### config.mk
export PLATFORM = sky130hd
export DESIGN_NAME = setpoint_band_trigger_unit
export DESIGN_NICKNAME = d
export VERILOG_FILES = /design/src/rtl/sbt_pkg.sv /design/src/rtl/sbt_decide.sv /design/src/rtl/setpoint_band_trigger_unit.sv
export SDC_FILE = /design/constraint.sdc
export NUM_CORES = 1
export LEC_CHECK = 0
export BUFFER_PORTS_ARGS = -buffer_cell sky130_fd_sc_hd__buf_2
export CAP_MARGIN = 25
export CORE_MARGIN = 4
export CORE_UTILIZATION = 60
export DETAILED_ROUTE_END_ITERATION = 10
export HOLD_SLACK_MARGIN = 0.02
export PLACE_DENSITY = 0.88
export SLEW_MARGIN = 15
export SYNTH_ARGS = -nofsm -noshare
export SYNTH_HDL_FRONTEND = slang
export SYNTH_HIERARCHICAL = 1
export SYNTH_SLANG_ARGS = --single-unit
### constraint.sdc
create_clock -name i_clk -period 7.2 [get_ports i_clk]
set_input_delay 1.08 -clock i_clk [delete_from_list [all_inputs] [get_ports i_clk]]
set_output_delay 1.08 -clock i_clk [all_outputs]
set_load 0.02 [all_outputs]
### src/rtl/sbt_pkg.sv
`default_nettype none
// ---------------------------------------------------------------------------
// sbt_pkg
// Shared types and constants of the setpoint band trigger: transaction
// payloads, configuration register set, register map and request codes.
// ---------------------------------------------------------------------------
package sbt_pkg;

    // default number of out-of-band samples before a request fires
    localparam int CHECKS_NEEDED_DEF = 5;

    // configuration port
    localparam int APB_ADDR_W = 5;
    localparam int APB_DATA_W = 32;

    typedef enum logic [2:0] {
        REG_CONTROL_ENABLED  = 3'd0,
        REG_DOSER_MODE       = 3'd1,
        REG_RAISE_ENABLE     = 3'd2,
        REG_LOWER_ENABLE     = 3'd3,
        REG_DAY_NIGHT_ENABLE = 3'd4,
        REG_DAY_SETPOINT     = 3'd5,
        REG_NIGHT_SETPOINT   = 3'd6,
        REG_BAND_MARGIN      = 3'd7
    } t_sbt_reg;

    // request codes, two bit signed
    localparam logic signed [1:0] REQ_NONE  = 2'sb00;
    localparam logic signed [1:0] REQ_LOWER = 2'sb01;
    localparam logic signed [1:0] REQ_RAISE = 2'sb11;

    typedef struct packed {
        logic signed [31:0] sample;
        logic               daytime;
        logic               dose_busy;
        logic               wait_busy;
    } t_sbt_in;

    typedef struct packed {
        logic signed [1:0] request;
        logic              active_now;
        logic [7:0]        consecutive_seen;
    } t_sbt_out;

    typedef struct packed {
        logic               control_enabled;
        logic               doser_mode;
        logic               raise_enable;
        logic               lower_enable;
        logic               day_night_enable;
        logic signed [31:0] day_setpoint;
        logic signed [31:0] night_setpoint;
        logic [30:0]        band_margin;
    } t_sbt_cfg;

endpackage
`default_nettype wire

### src/rtl/sbt_decide.sv
`default_nettype none
// ---------------------------------------------------------------------------
// sbt_decide
// Combinational decision logic: band compare against the selected target,
// streak counter and active flag update, result formation.
// ---------------------------------------------------------------------------
module sbt_decide #(
    parameter int CHECKS_NEEDED = sbt_pkg::CHECKS_NEEDED_DEF,
    parameter int CNT_W         = $clog2(CHECKS_NEEDED + 1)
) (
    input  var sbt_pkg::t_sbt_cfg i_cfg,
    input  var sbt_pkg::t_sbt_in  i_item,
    input  wire [CNT_W-1:0]       i_streak,
    input  wire                   i_active,
    output logic [CNT_W-1:0]      o_streak,
    output logic                  o_active,
    output sbt_pkg::t_sbt_out     o_result
);
    import sbt_pkg::*;

    logic signed [31:0] target;
    logic signed [33:0] sample_x;
    logic signed [33:0] target_x;
    logic signed [33:0] margin_x;
    logic signed [33:0] band_lo;
    logic signed [33:0] band_hi;
    logic               under;
    logic               over;
    logic               gated;

    always_comb begin
        target   = (!i_item.daytime && i_cfg.day_night_enable) ? i_cfg.night_setpoint
                                                               : i_cfg.day_setpoint;
        sample_x = {{2{i_item.sample[31]}}, i_item.sample};
        target_x = {{2{target[31]}}, target};
        margin_x = {3'b000, i_cfg.band_margin};
        band_lo  = target_x - margin_x;
        band_hi  = target_x + margin_x;
        under    = i_cfg.raise_enable && (sample_x < band_lo);
        over     = i_cfg.lower_enable && (sample_x > band_hi);
        gated    = i_active && i_cfg.doser_mode && (i_item.dose_busy || i_item.wait_busy);
    end

    always_comb begin
        o_streak         = i_streak;
        o_active         = i_active;
        o_result.request = REQ_NONE;
        priority if (!i_cfg.control_enabled) begin
            o_streak = '0;
            o_active = 1'b0;
        end else if (gated) begin
            // timer running: hold everything
        end else if (under || over) begin
            if (i_streak >= CNT_W'(CHECKS_NEEDED)) begin
                o_streak         = '0;
                o_active         = 1'b1;
                o_result.request = under ? REQ_RAISE : REQ_LOWER;
            end else begin
                o_streak = i_streak + CNT_W'(1);
                if (!i_cfg.doser_mode) begin
                    o_active = 1'b0;
                end
            end
        end else begin
            // in band: a broken streak ends the doser hold
            if (i_streak != '0 && i_cfg.doser_mode) begin
                o_active = 1'b0;
            end
            o_streak = '0;
            if (!i_cfg.doser_mode) begin
                o_active = 1'b0;
            end
        end
        o_result.active_now       = o_active;
        o_result.consecutive_seen = 8'(o_streak);
    end

endmodule
`default_nettype wire

### src/rtl/setpoint_band_trigger_unit.sv
`default_nettype none
// ---------------------------------------------------------------------------
// setpoint_band_trigger_unit
// Compares Q16.16 samples against a day/night target band and raises a
// raise or lower request after a streak of out-of-band samples.
// ---------------------------------------------------------------------------
// One sample is accepted per clock cycle, back to back, unless both registers
// hold data and the result side stalls. Each transaction passes an input
// register and a result register. The decision, counter and flag update all
// happen combinationally between those registers. A full result register
// does not stall input until the input register is also occupied.
// Configuration registers sit on the APB port at byte address 4*index; the
// user must write them only while no transaction is in flight, and the block
// does not enforce this. Writing 0 to control_enabled clears the streak
// counter and active flag.
// ---------------------------------------------------------------------------
module setpoint_band_trigger_unit #(
    parameter int CHECKS_NEEDED = sbt_pkg::CHECKS_NEEDED_DEF
) (
    input  wire                                i_clk,
    input  wire                                i_rst_n,
    // sample channel
    input  wire                                i_in_valid,
    output logic                               o_in_stall,
    input  var sbt_pkg::t_sbt_in               i_in_data,
    // result channel
    output logic                               o_out_valid,
    input  wire                                i_out_stall,
    output sbt_pkg::t_sbt_out                  o_out_data,
    // configuration port
    input  wire                                psel,
    input  wire                                penable,
    input  wire                                pwrite,
    input  wire [sbt_pkg::APB_ADDR_W-1:0]      paddr,
    input  wire [sbt_pkg::APB_DATA_W-1:0]      pwdata,
    output logic [sbt_pkg::APB_DATA_W-1:0]     prdata,
    output logic                               pready
);
    import sbt_pkg::*;

    localparam int CNT_W = $clog2(CHECKS_NEEDED + 1);

    t_sbt_cfg    r_cfg;
    t_sbt_in     r_in;
    logic        r_in_valid;
    t_sbt_out    r_out;
    logic        r_out_valid;
    logic [CNT_W-1:0] r_streak;
    logic        r_active;

    logic [CNT_W-1:0] n_streak;
    logic        n_active;
    t_sbt_out    n_out;
    logic        advance;
    logic        in_take;
    logic        cfg_wr;
    t_sbt_reg    reg_sel;

    assign pready  = 1'b1;
    assign cfg_wr  = psel && penable && pwrite;
    assign reg_sel = t_sbt_reg'(paddr[4:2]);

    assign advance    = r_in_valid && (!r_out_valid || !i_out_stall);
    assign in_take    = !r_in_valid || advance;
    assign o_in_stall = !in_take;
    assign o_out_valid = r_out_valid;
    assign o_out_data  = r_out;

    always_comb begin
        prdata = '0;
        unique case (reg_sel)
            REG_CONTROL_ENABLED:  prdata = {31'd0, r_cfg.control_enabled};
            REG_DOSER_MODE:       prdata = {31'd0, r_cfg.doser_mode};
            REG_RAISE_ENABLE:     prdata = {31'd0, r_cfg.raise_enable};
            REG_LOWER_ENABLE:     prdata = {31'd0, r_cfg.lower_enable};
            REG_DAY_NIGHT_ENABLE: prdata = {31'd0, r_cfg.day_night_enable};
            REG_DAY_SETPOINT:     prdata = r_cfg.day_setpoint;
            REG_NIGHT_SETPOINT:   prdata = r_cfg.night_setpoint;
            REG_BAND_MARGIN:      prdata = {1'b0, r_cfg.band_margin};
            default:              prdata = '0;
        endcase
    end

    always_ff @(posedge i_clk) begin
        if (!i_rst_n) begin
            r_cfg <= '0;
        end else if (cfg_wr) begin
            unique case (reg_sel)
                REG_CONTROL_ENABLED:  r_cfg.control_enabled  <= pwdata[0];
                REG_DOSER_MODE:       r_cfg.doser_mode       <= pwdata[0];
                REG_RAISE_ENABLE:     r_cfg.raise_enable     <= pwdata[0];
                REG_LOWER_ENABLE:     r_cfg.lower_enable     <= pwdata[0];
                REG_DAY_NIGHT_ENABLE: r_cfg.day_night_enable <= pwdata[0];
                REG_DAY_SETPOINT:     r_cfg.day_setpoint     <= pwdata;
                REG_NIGHT_SETPOINT:   r_cfg.night_setpoint   <= pwdata;
                REG_BAND_MARGIN:      r_cfg.band_margin      <= pwdata[30:0];
                default:              r_cfg <= r_cfg;
            endcase
        end
    end

    sbt_decide #(
        .CHECKS_NEEDED (CHECKS_NEEDED),
        .CNT_W         (CNT_W)
    ) u_decide (
        .i_cfg    (r_cfg),
        .i_item   (r_in),
        .i_streak (r_streak),
        .i_active (r_active),
        .o_streak (n_streak),
        .o_active (n_active),
        .o_result (n_out)
    );

    // pipeline control
    always_ff @(posedge i_clk) begin
        if (!i_rst_n) begin
            r_in_valid  <= 1'b0;
            r_out_valid <= 1'b0;
            r_streak    <= '0;
            r_active    <= 1'b0;
        end else begin
            if (in_take) begin
                r_in_valid <= i_in_valid;
            end
            if (advance) begin
                r_out_valid <= 1'b1;
            end else if (!i_out_stall) begin
                r_out_valid <= 1'b0;
            end
            // disabling control clears the decision state
            if (cfg_wr && reg_sel == REG_CONTROL_ENABLED && !pwdata[0]) begin
                r_streak <= '0;
                r_active <= 1'b0;
            end else if (advance) begin
                r_streak <= n_streak;
                r_active <= n_active;
            end
        end
    end

    // payload registers
    always_ff @(posedge i_clk) begin
        if (in_take && i_in_valid) begin
            r_in <= i_in_data;
        end
        if (advance) begin
            r_out <= n_out;
        end
    end

endmodule
`default_nettype wire

# Word level (Yosys, flattened, before mapping)
# Cells that the tools add are included.
# classes
n_lt_le_gt_ge	3
eq_ne	8
muxes	16
add_sub_neg	3
bitwise_logic	4
n_div	0
multipliers	0
n_shift	0
reduce_logical	34
# ops
cell	count
$pmux W32 S8	1
$add A32 B32 Y33	1
$gt A32 B33 Y1	1
$lt A32 B33 Y1	1
$sub A32 B32 Y33	1
$mux W32	1
$reduce_and A2 Y1	8
$eq A3 B3 Y1 const B	4
$logic_and A1 B1 Y1	12
$mux W3	4
$mux W1	9
$eq A3 B2 Y1 const B	2
$logic_not A1 Y1	6
$logic_or A1 B1 Y1	4
$not A1 Y1	4
$reduce_or A4 Y1	1
$add A3 B1 Y3 const B	1
$eq A3 B1 Y1 const B	1
$ge A3 B3 Y1 const B	1
$logic_not A3 Y1	1
$reduce_bool A3 Y1	1
$mux W2	1
$ne A2 B1 Y1 const B	1
$reduce_or A2 Y1	1
# word_totals
ram_bits	0
memories	0
latch_bits	0
output_inout_bits	46
input_bits	79
rom_bits	0
regBits	147

# Depth between registers and ports, before layout
# depth
depth_word	10
depth_mapped	28
ltp_nobuf	25

# Hierarchy
# The synthesis kept the hierarchy.
# modules_own_cells
mod	instances	cells_each	seq_area_each_um2	area_per_inst_um2
setpoint_band_trigger_unit	1	545	3503.4	6256.0
sbt_decide	1	728	0.0	5357.6

# Least setup slack after synthesis
# No wires, ideal clock.
# synth_path
path_kind	register -> register
from	reg r_in[2] (netlist name)
to	reg r_streak[2]
path_stages_with_launch	27
setup_slack_ps	1407
arrival_ps	5726
n_path_buf	4
t_required_ps	7133
period_less_slack_ps	5793
path_cell_list	edfxtp_1 -> nor2b_1 -> clkbuf_1 -> buf_1 -> mux2_1 -> ha_1 -> buf_2 -> and3b_1 -> o311a_1 -> o31ai_1 -> nand3_1 -> a21boi_1 -> o311ai_1 -> a311o_1 -> xnor2_1 -> ha_1 -> a21o_1 -> a21o_1 -> a211oi_1 -> o211ai_1 -> a31oi_1 -> mux2i_1 -> and3b_1 -> nor4bb_1 -> buf_4 -> mux2i_1 -> nor2_1
# synth_rtl
element	line	source
from (decl)	setpoint_band_trigger_unit.sv:44	t_sbt_in r_in;
from (signal assigned)	setpoint_band_trigger_unit.sv:145	r_in <= i_in_data;
to (signal assigned)	setpoint_band_trigger_unit.sv:136	r_streak <= n_streak;
to (decl)	setpoint_band_trigger_unit.sv:48	logic [CNT_W-1:0] r_streak;

==> reports/summary.md <==
The first TritonRoute pass finished after 6 iterations. The die is 147 µm tall. Across the routed clock network, the largest skew measured is 0.0113 ns. The logs give 5.30 nW for the leakage power and 145 MHz for the top achievable clock speed. The post-CTS clock slew at the launch and capture registers of the worst setup and hold paths is 0.07 ns. The kind of path behind the tightest hold check was reg2reg.

The number of cells produced by synthesis was 1273; the pin count of the biggest net entering global routing was 77. Across the run, the number of max-cap violations was 0. The share of layout cells above drive strength 1 works out to 0.164. The tools report the sequential cell area as 3500 µm². Summing all multi-input logic gate instances after layout gives 7530 µm².

Summed over all layers, the global routing overflow is 0. The clock period could shrink to 6.90 ns. Post-synthesis sequential element count: 152. The area share of the leading cell type in the synthesized netlist was 0.183; the final standard cell count with taps included and fillers excluded was 1634. The biggest area contributor in the post-synthesis netlist is sky130_fd_sc_hd__dfxtp_1.

The half-perimeter wire length of the detailed placement result was 22.6 mm. Detailed routing placed a total of 2.11 mm of wire on met3. Relative slew slack: 0.284. The number of hold violations in the final report is 0, and the worst supply voltage drop on vdd is 0.000159 V.

Floorplan row count: 50. Counting every sink on the clock net gives 152. The most frequent cell after synthesis is sky130_fd_sc_hd__nand2_1. The final cell utilization of the core is 0.685, and the die boundary width is 147 µm. The H-tree generated during clock tree synthesis spans 4 levels. The sequential fraction of the synthesis area is 0.302.

The worst setup path is of the reg2reg kind. Setup repair after global routing left no endpoint under its margin. The number of setup buffers added after CTS is 0. For the worst setup path, the data required time is 7.57 ns. The run finished with clean final reports. The filler cells instantiated in the layout total 1449. Summing over every cut layer, the via total after detailed routing is 10005.

The length of routed wiring on met1 was 13.9 mm. Dividing total power by cell area gives a power density of 168 nW/µm². Using the TritonRoute via totals, the vias-per-cell ratio works out to 6.12. Setup slack closes at 0.301 ns. Area of the core: 18900 µm². The design area came out at 12900 µm². The number of global-route vias before repair is 9680.

In the synthesized netlist the dominant register cell turns out to be sky130_fd_sc_hd__dfxtp_1. The count of cell types in the netlist came out at 78. The tools report the cell count after placement as 1601. The number of enable flip-flop cells after synthesis is 46, and the later-pin clock latency in the skew report is 0.44 ns. The tools report the cell chosen for the clock root as sky130_fd_sc_hd__clkbuf_16.

The run gives 21600 µm² as the area of the die. The commonest cells after synthesis are sky130_fd_sc_hd__nand2_1, sky130_fd_sc_hd__ha_1, sky130_fd_sc_hd__dfxtp_1, sky130_fd_sc_hd__mux2i_1, sky130_fd_sc_hd__a21oi_1. The async set-or-reset flop fraction in the synthesized netlist was 0.

TritonCTS built the clock tree. Global-route wire length before repair: 49.7 mm. At the end of routability-driven placement, the weighted congestion stood at 1.01. Post-synthesis average cell area: 9.12 µm².

Relative to the synthesized area, the layout overhead comes to 11.5%. The logs give 7.27 ns for the data arrival at the endpoint of the critical path and 12300 µm² for the cell area after placement. The clock passes through at most 2 buffers.

The run gives 0.615 as the effective utilization at floorplan. The count of synthesis-stage warnings from yosys is 6. The run gives 1095 as the count of routing violations after the opening detailed-route iteration. The tools report the number of failing setup endpoints in the final timing report as 0. For this run, design rule violations remaining after detail routing come to 0.

The total routing resource utilization after global routing was 0.283; the worst slack after detailed placement was 0.471 ns. Initial antenna violation count: 0. Power comes to 2.17 mW. The final layout contains routed wiring with a total length of 31.6 mm. The diode insertion count for antenna repair is 0, and the netlist area before placement is 11600 µm². The count of nets left with antenna violations once routing finished came out at 0.

The worst setup path is captured at a register. The number of top-level design ports is 125, and the count of buffers from port buffering is 121. The run gives 17 as the number of buffers created by CTS.

The tools report the kind of start point of the critical path as a register. The tools report the final net count as 1573. The smallest hold slack was 0.474 ns; the largest fanout on the critical path was 13.

After detailed routing, no signal wire sits above met4. The number of slew-limit violations in the final report was 0; the ratio of final minimum period to clock period was 0.958. In the post-synthesis netlist, the biggest area contributors are sky130_fd_sc_hd__dfxtp_1, sky130_fd_sc_hd__ha_1, sky130_fd_sc_hd__edfxtp_1. The average wire length per cell after detail routing is 19.4 µm.

The final setup TNS came out at 0 ns. The run gives 14.6 mm as the sum of met2 wire segment lengths after detailed routing. At the pin with the least slew margin, the transition time is 1.07 ns.
## registers in the layout (all words and copies together), names as in the netlist
name and flops:
r_cfg 100, r_in 35, o_out_data 11, r_streak 3, o_out_valid 1, r_active 1, r_in_valid 1
## where the power goes
group	internal, mW	leakage (nW)	switching [mW]	total [mW]
Sequential	0.902	1.30	0.0145	0.917
Combinational	0.144	3.71	0.200	0.344
Clock	0.494	0.291	0.418	0.911
Total	1.54	5.30	0.632	2.17
## cell usage in the layout, fill, tap and decap left out, types with 14 or more instances in the layout
cell	n
sky130_fd_sc_hd__ha_1	131
sky130_fd_sc_hd__o21ai_1	14
sky130_fd_sc_hd__mux2i_1	103
sky130_fd_sc_hd__dfxtp_1	106
sky130_fd_sc_hd__xnor2_1	43
sky130_fd_sc_hd__o21ai_0	25
sky130_fd_sc_hd__clkbuf_16	17
sky130_fd_sc_hd__a21oi_1	70
sky130_fd_sc_hd__a21o_1	24
sky130_fd_sc_hd__mux2_1	31
sky130_fd_sc_hd__edfxtp_1	46
sky130_fd_sc_hd__o21bai_1	14
sky130_fd_sc_hd__nor2b_1	47
sky130_fd_sc_hd__mux2_2	31
sky130_fd_sc_hd__nand2_1	159
sky130_fd_sc_hd__inv_1	61
sky130_fd_sc_hd__nor2_1	61
sky130_fd_sc_hd__buf_2	120
sky130_fd_sc_hd__a22oi_1	31
sky130_fd_sc_hd__nor3_1	16
## routing by layer
layer / vias to the layer above / GRT usage
met5: - / 0
met4: 0 / 0.115
met3: 73 / 0.0487
met2: 387 / 0.457
met1: 4815 / 0.379
li1: 4730 / -
## worst max-delay path: stages, from the launching register on
cell	delay, ns
sky130_fd_sc_hd__edfxtp_1	0.41
sky130_fd_sc_hd__nor2b_4	0.42
sky130_fd_sc_hd__buf_4	0.35
sky130_fd_sc_hd__mux2_2	0.39
sky130_fd_sc_hd__inv_1	0.06
sky130_fd_sc_hd__ha_1	0.17
sky130_fd_sc_hd__fa_1	0.27
sky130_fd_sc_hd__nor2b_1	0.10
sky130_fd_sc_hd__o31a_1	0.34
sky130_fd_sc_hd__o2111ai_1	0.33
sky130_fd_sc_hd__a31oi_1	0.17
sky130_fd_sc_hd__a211oi_1	0.26
sky130_fd_sc_hd__buf_4	0.17
sky130_fd_sc_hd__o221ai_1	0.14
sky130_fd_sc_hd__a21oi_1	0.27
sky130_fd_sc_hd__o21ai_1	0.10
sky130_fd_sc_hd__and2_1	0.16
sky130_fd_sc_hd__ha_1	0.34
sky130_fd_sc_hd__nand4_1	0.21
sky130_fd_sc_hd__nor4_1	0.09
sky130_fd_sc_hd__a211oi_1	0.27
sky130_fd_sc_hd__o211ai_1	0.12
sky130_fd_sc_hd__a31oi_1	0.36
sky130_fd_sc_hd__mux2i_1	0.43
sky130_fd_sc_hd__and3b_1	0.25
sky130_fd_sc_hd__nor4bb_1	0.37
sky130_fd_sc_hd__mux2i_1	0.13
sky130_fd_sc_hd__nor2_1	0.12
## cells by family after synthesis
logic type	synth area share
flops	0.302
buf+inv	0.0544
mux	0.153
fa+ha+maj	0.145
simple gates	0.152
compound gates	0.153
xor+xnor	0.0407
other cells	0.000647
## timing repair
item,CTS,global route
resized for setup,0,2
hold buffers,0,0
setup endpoints to repair,0,2
## cell type report
class | count | share of cell area
flip-flops and latches | 152 | 0.271
well taps | 260 | 0.0251
inverters | 71 | 0.0206
repair buffers | 133 | 0.0564
clock buffers | 18 | 0.0331
clock inverters | 14 | 0.0122
multi-input cells | 986 | 0.582
## final timing paths
kind / startpoint / to / slack (ns) / depth (start not counted)
setup reg to reg: r_in[2] / r_streak[2] / 0.30 / 27
hold reg to reg: r_cfg[85] / r_cfg[85] / 0.47 / 2
setup / recovery: r_in[2] / r_streak[2] / 0.30 / 27
hold / removal: r_cfg[85] / r_cfg[85] / 0.47 / 2
Power figures use the tool's default switching activity.
